--- src/rtl/lru_key_value_cache_macros.svh ---
// ----------------------------------------------------------------------------
// lru_key_value_cache_macros
// Assertion macros used by the cache datapath RTL.
// ----------------------------------------------------------------------------
`ifndef LRU_KEY_VALUE_CACHE_MACROS_SVH
`define LRU_KEY_VALUE_CACHE_MACROS_SVH

// same-cycle implication, sampled on clk, off during reset
`define LKV_ASSERT_NOW(label, ante, cons, msg) \
  label: assert property (@(posedge clk) disable iff (!rst_n) (ante) |-> (cons)) \
    else $error(msg);

// next-cycle implication, sampled on clk, off during reset
`define LKV_ASSERT_NEXT(label, ante, cons, msg) \
  label: assert property (@(posedge clk) disable iff (!rst_n) (ante) |=> (cons)) \
    else $error(msg);

`endif

--- src/rtl/lkv_pkg.sv ---
// ----------------------------------------------------------------------------
// lkv_pkg
// Shared constants, codes and controller/datapath interface types.
// ----------------------------------------------------------------------------
package lkv_pkg;

  localparam int ENTRIES_DEF = 16;
  localparam int CAP_W       = 5;
  localparam int KEY_W       = 32;
  localparam int DATA_W      = 32;

  localparam logic [CAP_W-1:0]  CAP_RESET = 5'd16;
  localparam logic [DATA_W-1:0] DATA_MISS = 32'hFFFF_FFFF;

  localparam logic CMD_GET = 1'b0;
  localparam logic CMD_SET = 1'b1;

  typedef struct packed {
    logic load;
    logic scan;
    logic decide;
    logic age;
    logic commit;
    logic push;
  } ctl_cmd_t;

  typedef struct packed {
    logic idx_last;
    logic need_age;
    logic out_busy;
  } ctl_sts_t;

endpackage

--- src/rtl/lkv_ctrl.sv ---
// ----------------------------------------------------------------------------
// lkv_ctrl
// Sequencer: scan pass, decision, age pass, commit and result push.
// ----------------------------------------------------------------------------
module lkv_ctrl (
  input  logic               clk,
  input  logic               rst_n,
  input  logic               in_tvalid,
  output logic               in_tready,
  input  lkv_pkg::ctl_sts_t  sts_i,
  output lkv_pkg::ctl_cmd_t  cmd_o
);
  import lkv_pkg::*;

  typedef enum logic [7:0] {
    ST_IDLE   = 8'b0000_0001,
    ST_SCAN   = 8'b0000_0010,
    ST_SDRAIN = 8'b0000_0100,
    ST_DECIDE = 8'b0000_1000,
    ST_AGE    = 8'b0001_0000,
    ST_ADRAIN = 8'b0010_0000,
    ST_COMMIT = 8'b0100_0000,
    ST_PUSH   = 8'b1000_0000
  } state_t;

  state_t state_r, state_nxt;

  always_ff @(posedge clk) begin
    if (!rst_n) begin
      state_r <= ST_IDLE;
    end else begin
      state_r <= state_nxt;
    end
  end

  always_comb begin
    state_nxt = state_r;
    case (state_r)
      ST_IDLE:   if (in_tvalid) state_nxt = ST_SCAN;
      ST_SCAN:   if (sts_i.idx_last) state_nxt = ST_SDRAIN;
      ST_SDRAIN: state_nxt = ST_DECIDE;
      ST_DECIDE: state_nxt = sts_i.need_age ? ST_AGE : ST_COMMIT;
      ST_AGE:    if (sts_i.idx_last) state_nxt = ST_ADRAIN;
      ST_ADRAIN: state_nxt = ST_COMMIT;
      ST_COMMIT: state_nxt = ST_PUSH;
      ST_PUSH:   if (!sts_i.out_busy) state_nxt = ST_IDLE;
      default:   state_nxt = ST_IDLE;
    endcase
  end

  assign in_tready     = (state_r == ST_IDLE);
  assign cmd_o.load    = (state_r == ST_IDLE) && in_tvalid;
  assign cmd_o.scan    = (state_r == ST_SCAN);
  assign cmd_o.decide  = (state_r == ST_DECIDE);
  assign cmd_o.age     = (state_r == ST_AGE);
  assign cmd_o.commit  = (state_r == ST_COMMIT);
  assign cmd_o.push    = (state_r == ST_PUSH) && !sts_i.out_busy;

endmodule

--- src/rtl/lkv_dpath.sv ---
// ----------------------------------------------------------------------------
// lkv_dpath
// Entry memories, valid bits, scan and age pipelines, result register.
// ----------------------------------------------------------------------------
`include "lru_key_value_cache_macros.svh"

module lkv_dpath #(
  parameter int ENTRIES = lkv_pkg::ENTRIES_DEF
) (
  input  logic                        clk,
  input  logic                        rst_n,
  input  lkv_pkg::ctl_cmd_t           cmd_i,
  output lkv_pkg::ctl_sts_t           sts_o,
  input  logic [63:0]                 in_tdata,
  input  logic                        in_tuser,
  input  logic                        cfg_valid,
  input  logic [lkv_pkg::CAP_W-1:0]   cfg_data,
  output logic                        out_tvalid,
  input  logic                        out_tready,
  output logic [lkv_pkg::DATA_W-1:0]  out_tdata,
  output logic [1:0]                  out_tuser
);
  import lkv_pkg::*;

  localparam int IW = (ENTRIES > 1) ? $clog2(ENTRIES) : 1;
  localparam int AW = IW;
  localparam int CW = $clog2(ENTRIES + 1);
  localparam int EW = (CW > CAP_W) ? CW : CAP_W;

  logic [KEY_W-1:0]  key_mem  [ENTRIES];
  logic [DATA_W-1:0] data_mem [ENTRIES];
  logic [AW-1:0]     age_mem  [ENTRIES];
  logic [ENTRIES-1:0] valid_r;

  logic [CAP_W-1:0]  cap_r;
  logic [CW-1:0]     used_r;
  logic [IW-1:0]     idx_r;
  logic [IW-1:0]     rd_idx_r;
  logic              scan_vld_r;
  logic              age_vld_r;
  logic [KEY_W-1:0]  rd_key_r;
  logic [DATA_W-1:0] rd_data_r;
  logic [AW-1:0]     rd_age_r;

  logic              cmd_r;
  logic [KEY_W-1:0]  key_r;
  logic [DATA_W-1:0] value_r;

  logic              found_r;
  logic              free_found_r;
  logic [IW-1:0]     pos_r;
  logic [IW-1:0]     free_r;
  logic [IW-1:0]     old_r;
  logic [DATA_W-1:0] hit_data_r;
  logic [AW-1:0]     hit_age_r;
  logic              full_r;
  logic [IW-1:0]     slot_r;
  logic [AW-1:0]     a_r;

  logic              out_valid_r;
  logic [DATA_W-1:0] out_data_r;
  logic              out_hit_r;
  logic              out_evict_r;

  logic [EW-1:0]     cap_ext;
  logic [EW-1:0]     eff_cap;
  logic              full_now;
  logic [AW-1:0]     victim_age;
  logic              need_age;
  logic              insert;
  logic              age_bump;
  logic              age_we;
  logic [IW-1:0]     age_waddr;
  logic [AW-1:0]     age_wdata;
  logic              idx_last;

  assign cap_ext    = EW'(cap_r);
  assign eff_cap    = (cap_ext == '0) ? EW'(1) :
                      ((cap_ext > EW'(ENTRIES)) ? EW'(ENTRIES) : cap_ext);
  assign full_now   = (EW'(used_r) >= eff_cap);
  assign victim_age = AW'(used_r - CW'(1));
  assign need_age   = found_r || (cmd_r == CMD_SET);
  assign insert     = (cmd_r == CMD_SET) && !found_r && !full_r;
  assign idx_last   = (idx_r == IW'(ENTRIES - 1));

  assign age_bump  = age_vld_r && valid_r[rd_idx_r] && (rd_idx_r != slot_r) && (rd_age_r < a_r);
  assign age_we    = age_bump || (cmd_i.commit && need_age);
  assign age_waddr = cmd_i.commit ? slot_r : rd_idx_r;
  assign age_wdata = cmd_i.commit ? '0 : (rd_age_r + AW'(1));

  assign sts_o.idx_last = idx_last;
  assign sts_o.need_age = need_age;
  assign sts_o.out_busy = out_valid_r && !out_tready;

  always_ff @(posedge clk) begin
    if (cmd_i.commit && (cmd_r == CMD_SET)) begin
      key_mem[slot_r] <= key_r;
    end
    rd_key_r <= key_mem[idx_r];
  end

  always_ff @(posedge clk) begin
    if (cmd_i.commit && (cmd_r == CMD_SET)) begin
      data_mem[slot_r] <= value_r;
    end
    rd_data_r <= data_mem[idx_r];
  end

  always_ff @(posedge clk) begin
    if (age_we) begin
      age_mem[age_waddr] <= age_wdata;
    end
    rd_age_r <= age_mem[idx_r];
  end

  always_ff @(posedge clk) begin
    if (cmd_i.load) begin
      cmd_r   <= in_tuser;
      key_r   <= in_tdata[31:0];
      value_r <= in_tdata[63:32];
    end
    rd_idx_r <= idx_r;
    if (scan_vld_r && valid_r[rd_idx_r]) begin
      if ((rd_key_r == key_r) && !found_r) begin
        pos_r      <= rd_idx_r;
        hit_data_r <= rd_data_r;
        hit_age_r  <= rd_age_r;
      end
      if (rd_age_r == victim_age) begin
        old_r <= rd_idx_r;
      end
    end
    if (cmd_i.scan && !valid_r[idx_r] && !free_found_r) begin
      free_r <= idx_r;
    end
    if (cmd_i.decide) begin
      full_r <= full_now;
      if (found_r) begin
        slot_r <= pos_r;
        a_r    <= hit_age_r;
      end else if (full_now) begin
        slot_r <= old_r;
        a_r    <= victim_age;
      end else begin
        slot_r <= free_r;
        a_r    <= AW'(used_r);
      end
    end
    if (cmd_i.push) begin
      out_hit_r   <= found_r;
      out_evict_r <= (cmd_r == CMD_SET) && !found_r && full_r;
      if (cmd_r == CMD_SET) begin
        out_data_r <= value_r;
      end else begin
        out_data_r <= found_r ? hit_data_r : DATA_MISS;
      end
    end
  end

  always_ff @(posedge clk) begin
    if (!rst_n) begin
      cap_r        <= CAP_RESET;
      used_r       <= '0;
      valid_r      <= '0;
      idx_r        <= '0;
      scan_vld_r   <= 1'b0;
      age_vld_r    <= 1'b0;
      found_r      <= 1'b0;
      free_found_r <= 1'b0;
      out_valid_r  <= 1'b0;
    end else begin
      if (cfg_valid) begin
        cap_r <= cfg_data;
      end
      scan_vld_r <= cmd_i.scan;
      age_vld_r  <= cmd_i.age;
      if (cmd_i.load || cmd_i.decide) begin
        idx_r <= '0;
      end else if ((cmd_i.scan || cmd_i.age) && !idx_last) begin
        idx_r <= idx_r + IW'(1);
      end
      if (cmd_i.load) begin
        found_r      <= 1'b0;
        free_found_r <= 1'b0;
      end else begin
        if (scan_vld_r && valid_r[rd_idx_r] && (rd_key_r == key_r)) begin
          found_r <= 1'b1;
        end
        if (cmd_i.scan && !valid_r[idx_r]) begin
          free_found_r <= 1'b1;
        end
      end
      if (cmd_i.commit && insert) begin
        valid_r[slot_r] <= 1'b1;
        used_r          <= used_r + CW'(1);
      end
      if (cmd_i.push) begin
        out_valid_r <= 1'b1;
      end else if (out_tready) begin
        out_valid_r <= 1'b0;
      end
    end
  end

  assign out_tvalid = out_valid_r;
  assign out_tdata  = out_data_r;
  assign out_tuser  = {out_evict_r, out_hit_r};

  `LKV_ASSERT_NOW(a_used_bound, 1'b1, used_r <= CW'(ENTRIES), "entry count above depth")
  `LKV_ASSERT_NEXT(a_insert_count, cmd_i.commit && insert, used_r == $past(used_r) + CW'(1), "insert did not grow count")
  `LKV_ASSERT_NEXT(a_evict_count, cmd_i.commit && !insert, $stable(used_r), "count changed without insert")
  `LKV_ASSERT_NOW(a_hit_evict, out_valid_r, !(out_hit_r && out_evict_r), "eviction on a hit")

endmodule

--- src/rtl/lru_key_value_cache.sv ---
// ----------------------------------------------------------------------------
// lru_key_value_cache
// Fully associative key-value cache with least-recently-used replacement.
// Each operation runs as sequential passes over the entry memories, one entry
// per cycle through a single registered read port: a key scan over all
// entries, then, for a hit or any set, an age update pass over all entries.
// The result is pushed after the commit, and the next beat is taken once the
// controller has returned to idle, so a new operation is not accepted before
// the last one is through. One operation is in flight at a time; the result
// register lets the next beat enter while a result waits. Valid bits reset at
// once, so there is no clearing pass. Write capacity only while the block is
// idle.
// ----------------------------------------------------------------------------
module lru_key_value_cache #(
  parameter int ENTRIES = lkv_pkg::ENTRIES_DEF
) (
  input  logic                        clk,
  input  logic                        rst_n,
  input  logic                        in_tvalid,
  output logic                        in_tready,
  input  logic [63:0]                 in_tdata,   // key[31:0], value[63:32]
  input  logic                        in_tuser,   // cmd[0]
  output logic                        out_tvalid,
  input  logic                        out_tready,
  output logic [lkv_pkg::DATA_W-1:0]  out_tdata,  // data[31:0]
  output logic [1:0]                  out_tuser,  // hit[0], evicted[1]
  input  logic                        cfg_valid,
  output logic                        cfg_ready,
  input  logic [lkv_pkg::CAP_W-1:0]   cfg_data
);
  import lkv_pkg::*;

  ctl_cmd_t ctl_cmd;
  ctl_sts_t ctl_sts;

  assign cfg_ready = 1'b1;

  lkv_ctrl u_ctrl (
    .clk       (clk),
    .rst_n     (rst_n),
    .in_tvalid (in_tvalid),
    .in_tready (in_tready),
    .sts_i     (ctl_sts),
    .cmd_o     (ctl_cmd)
  );

  lkv_dpath #(
    .ENTRIES (ENTRIES)
  ) u_dpath (
    .clk        (clk),
    .rst_n      (rst_n),
    .cmd_i      (ctl_cmd),
    .sts_o      (ctl_sts),
    .in_tdata   (in_tdata),
    .in_tuser   (in_tuser),
    .cfg_valid  (cfg_valid),
    .cfg_data   (cfg_data),
    .out_tvalid (out_tvalid),
    .out_tready (out_tready),
    .out_tdata  (out_tdata),
    .out_tuser  (out_tuser)
  );

endmodule
--- config.mk ---
export PLATFORM = sky130hd
export DESIGN_NAME = lru_key_value_cache
export DESIGN_NICKNAME = d
export VERILOG_FILES = /design/src/rtl/lkv_pkg.sv /design/src/rtl/lkv_ctrl.sv /design/src/rtl/lkv_dpath.sv /design/src/rtl/lru_key_value_cache.sv
export VERILOG_INCLUDE_DIRS = /design/src /design/src/rtl
export SDC_FILE = /design/constraint.sdc
export NUM_CORES = 1
export LEC_CHECK = 0
export BUFFER_PORTS_ARGS = -buffer_cell sky130_fd_sc_hd__buf_2
export CORE_ASPECT_RATIO = 1.5
export CORE_MARGIN = 5
export CORE_UTILIZATION = 60
export CTS_CLUSTER_SIZE = 30
export DETAILED_ROUTE_END_ITERATION = 10
export PLACE_DENSITY = 0.83
export RECOVER_POWER = 100
export SYNTH_ARGS = -nofsm -noshare
export SYNTH_HDL_FRONTEND = slang
export SYNTH_HIERARCHICAL = 1
export SYNTH_SLANG_ARGS = --single-unit
--- constraint.sdc ---
create_clock -name clk -period 7.95 [get_ports clk]
set_clock_uncertainty 0.15 [all_clocks]
set_input_delay 1.1925 -clock clk [delete_from_list [all_inputs] [get_ports clk]]
set_output_delay 1.1925 -clock clk [all_outputs]
set_load 0.01 [all_outputs]
==> impl_metrics.tcl <==
set metrics [dict create \
    outcome "finished with violations" \
    violations "max-capacitance violations, max-slew violations" \
    dieArea_um2 90760 \
    drive_gt1_share_pct 24.57 \
    cts.hold.buffers_added 0 \
    start_kind "flop" \
    maxSlewViolCount 842 \
    reg2reg_slack_ps 1990 \
    dieHeight_um 366.5 \
    drv_cap 22 \
    synth_area_um2 50830 \
    crit_family "simple AND/OR/NAND/NOR gates" \
    arrival_ps 6140 \
    die_x_um 247.7 \
    cts_resized 0 \
    async_flop_share_pct 0 \
    end_kind "flop" \
    rsz0062_at_grt "false" \
    crit_path_frequent_cell "nor2_1" \
    drc_errors 0 \
    period_needed_ps 5959 \
    antenna_left 0 \
    cts_buffer_depth 3 \
    hold_path_class "reg -> reg" \
    path_cells "nor4_1 -> nand2_1 -> nor2_1 -> clkbuf_1 -> nand3_1 -> nor2_1 -> buf_4" \
    yosysWarnings 6 \
    hold_viol_final 0 \
    viasPerCell 6.723 \
    io_buffers 110 \
    path_class "reg -> reg" \
    grt_pass1_vias 26080 \
    rows 130 \
    p_per_area_nw_per_um2 253.8 \
    overflow 0 \
    crit_buf_inv 2 \
    ioPinCount 112 \
    layout.nets 2489 \
    tightestPinTransition_ps 3470 \
    syn_area_per_cell_um2 22.58 \
    clock_latency_ps 720 \
    wl_per_cell_um 33.46 \
    synthesis.nets 2338 \
    post_cts_buffers 0 \
    synth_cell_types 57 \
    holdWs_ps 252.5 \
    core-area_um2 83930 \
    cts_tree "done" \
    leakage_nw 17.28 \
    synth_edf_count 1244 \
    seq_area_frac_synth_pct 78.02 \
    grt_pass1_wl_mm 178.4 \
    drt_first_pass_iters 8 \
    setup_viol 0 \
    cp.required_ps 8130 \
    start_util_pct 60.56 \
    hpwl_mm 57.55 \
    crit_slowest_cell "nor2_1" \
    peakVddDrop_mv 0.2122 \
    clkTransAtPathRegs_ps 70 \
    synth_ff_type "edfxtp_1" \
    routed_wl_mm 121.3 \
    max_freq_mhz 167.8 \
    num_vias 24380 \
    antenna_found_initial 1 \
    crit_fanout 45 \
    cts_sinks 1359 \
    finalCritPeriodShare_pct 74.96 \
    cts_made_buffers 114 \
    setup_tns_ps 0 \
    syn_inst 2251 \
    grt_use_total_pct 27.15 \
    synth_seq_cells 1359 \
    grt_max_degree 158 \
    h-tree-depth 3 \
    gp_congestion 0.8097 \
    max-slew-margin-rel_pct -132.2 \
    drt_iter0_drc 3810 \
    cts-root-buf "clkbuf_16" \
    slowest_delay_ps 1770 \
    area_delta_synth_final_pct 10.88 \
]
[Yosys cell counts, types with 4 or more instances]
master	instances	area [um^2]
xor2_1	8	70.07
dfxtp_1	115	2302
o21a_1	8	60.06
buf_6	20	225.2
buf_1	15	56.30
nand4_1	13	81.33
mux4_1	17	446.7
mux2i_1	13	130.1
edfxtp_1	1244	37360
a21oi_1	48	240.2
nand3_1	7	35.03
nor2_1	81	304.0
buf_4	14	105.1
clkbuf_1	44	165.2
nor3_1	4	20.02
inv_1	45	168.9
xnor2_1	44	385.4
and2_1	12	75.07
nand2b_1	8	50.05
a31oi_1	5	31.28
ha_1	12	150.1
and3_1	4	25.02
nor4_1	20	125.1
mux4_2	331	7455
nand2_1	28	105.1
o21ai_0	10	50.05
buf_2	13	65.06
nor2b_1	29	181.4
[cells by family after synthesis]
family | share of synthesized area (%)
buf+inv | 1.625
simple gates | 2.348
fa+ha+maj | 0.2954
flops | 78.02
other cells | 0.007378
compound gates | 1.007
xor+xnor | 0.8960
mux | 15.80
[final timing paths]
kind | endpoint | depth (start not counted) | start
min | u_dpath/hit_data_r[30] | 0 | u_dpath/rd_data_r[30]
max | u_dpath/data_mem[9][17] | 7 | u_ctrl/state_r[2]
max reg2reg | u_dpath/data_mem[9][17] | 7 | u_ctrl/state_r[2]
min reg2reg | u_dpath/hit_data_r[30] | 0 | u_dpath/rd_data_r[30]
[registers in the layout, summed over array words and instances (netlist names), 5 cells and up]
signal and cells:
u_dpath/data_mem 512, u_dpath/rd_key_r 32, u_dpath/used_r 5, u_dpath/rd_data_r 32, u_dpath/valid_r 16, u_dpath/value_r 32, u_dpath/key_r 32, u_dpath/hit_data_r 32
u_dpath/cap_ext 5, u_ctrl/state_r 8, u_dpath/age_mem 64, u_dpath/out_tdata 32, u_dpath/key_mem 512
[area by class of cell]
class / instances / area (um^2)
clock inverters: 71 / 933.4
fillers: 4871 / 27570
clock buffers: 146 / 3084
inverters: 45 / 168.9
well taps: 1122 / 1404
multi-input cells: 739 / 10400
flip-flops and latches: 1359 / 39660
repair buffers: 143 / 706.9
diodes: 1 / 2.502
[power by group]
part | internal (mW) | switching, mW
Sequential | 7.88 | 0.142
Clock | 3.39 | 2.64
Combinational | 0.111 | 0.136
[through the flow]
step	setup slack, ps	utilization (%)	std cells	instance area [um^2]	power [mW]
2_1_floorplan	2356	-	2251	50830	8.290
3_3_place_gp	3791	62.62	3408	52560	8.392
5_1_grt	1922	67.15	3626	56360	14.71
4_1_cts	3718	67.41	3625	56570	14.37
6_report	1991	67.15	3626	56360	14.30
3_5_place_dp	3756	62.62	3408	52560	8.417
[cells in the final DEF, fill, tap and decap left out, types with 3 or more instances in the layout]
master | netlist | routed
buf_4 | 14 | 16
nand3_1 | 7 | 7
nor2b_1 | 29 | 29
nor2_4 | 1 | 12
clkbuf_2 | 0 | 10
and2_0 | 0 | 11
nand4_1 | 13 | 13
mux4_1 | 17 | 17
clkinv_4 | 0 | 4
clkinv_1 | 0 | 9
clkinv_2 | 0 | 17
clkinvlp_4 | 0 | 11
nor2_1 | 81 | 70
clkbuf_8 | 0 | 9
o21a_1 | 8 | 8
and3_1 | 4 | 4
clkbuf_1 | 44 | 85
o21ai_0 | 10 | 11
clkbuf_16 | 0 | 115
nor4_1 | 20 | 22
edfxtp_1 | 1244 | 1244
inv_6 | 0 | 8
nor3b_1 | 3 | 4
ha_1 | 12 | 12
nand2b_1 | 8 | 8
xnor2_1 | 44 | 44
nor3_1 | 4 | 5
mux2i_1 | 13 | 13
buf_2 | 13 | 52
dfxtp_1 | 115 | 114
a21oi_1 | 48 | 48
a22oi_1 | 3 | 3
mux4_2 | 331 | 331
xor2_1 | 8 | 8
a31oi_1 | 5 | 5
nand2_1 | 28 | 28
inv_1 | 45 | 45
bufinv_16 | 0 | 19
[routing by layer]
layer	vias up	global-route usage (%)	wire length, um
met2	1834	46.67	64090
met1	12620	35.08	40100
met3	331	4.869	11940
met4	0	10.13	5210
met5	-	0	0
li1	9594	-	-
Power figures use the tool's default switching activity.
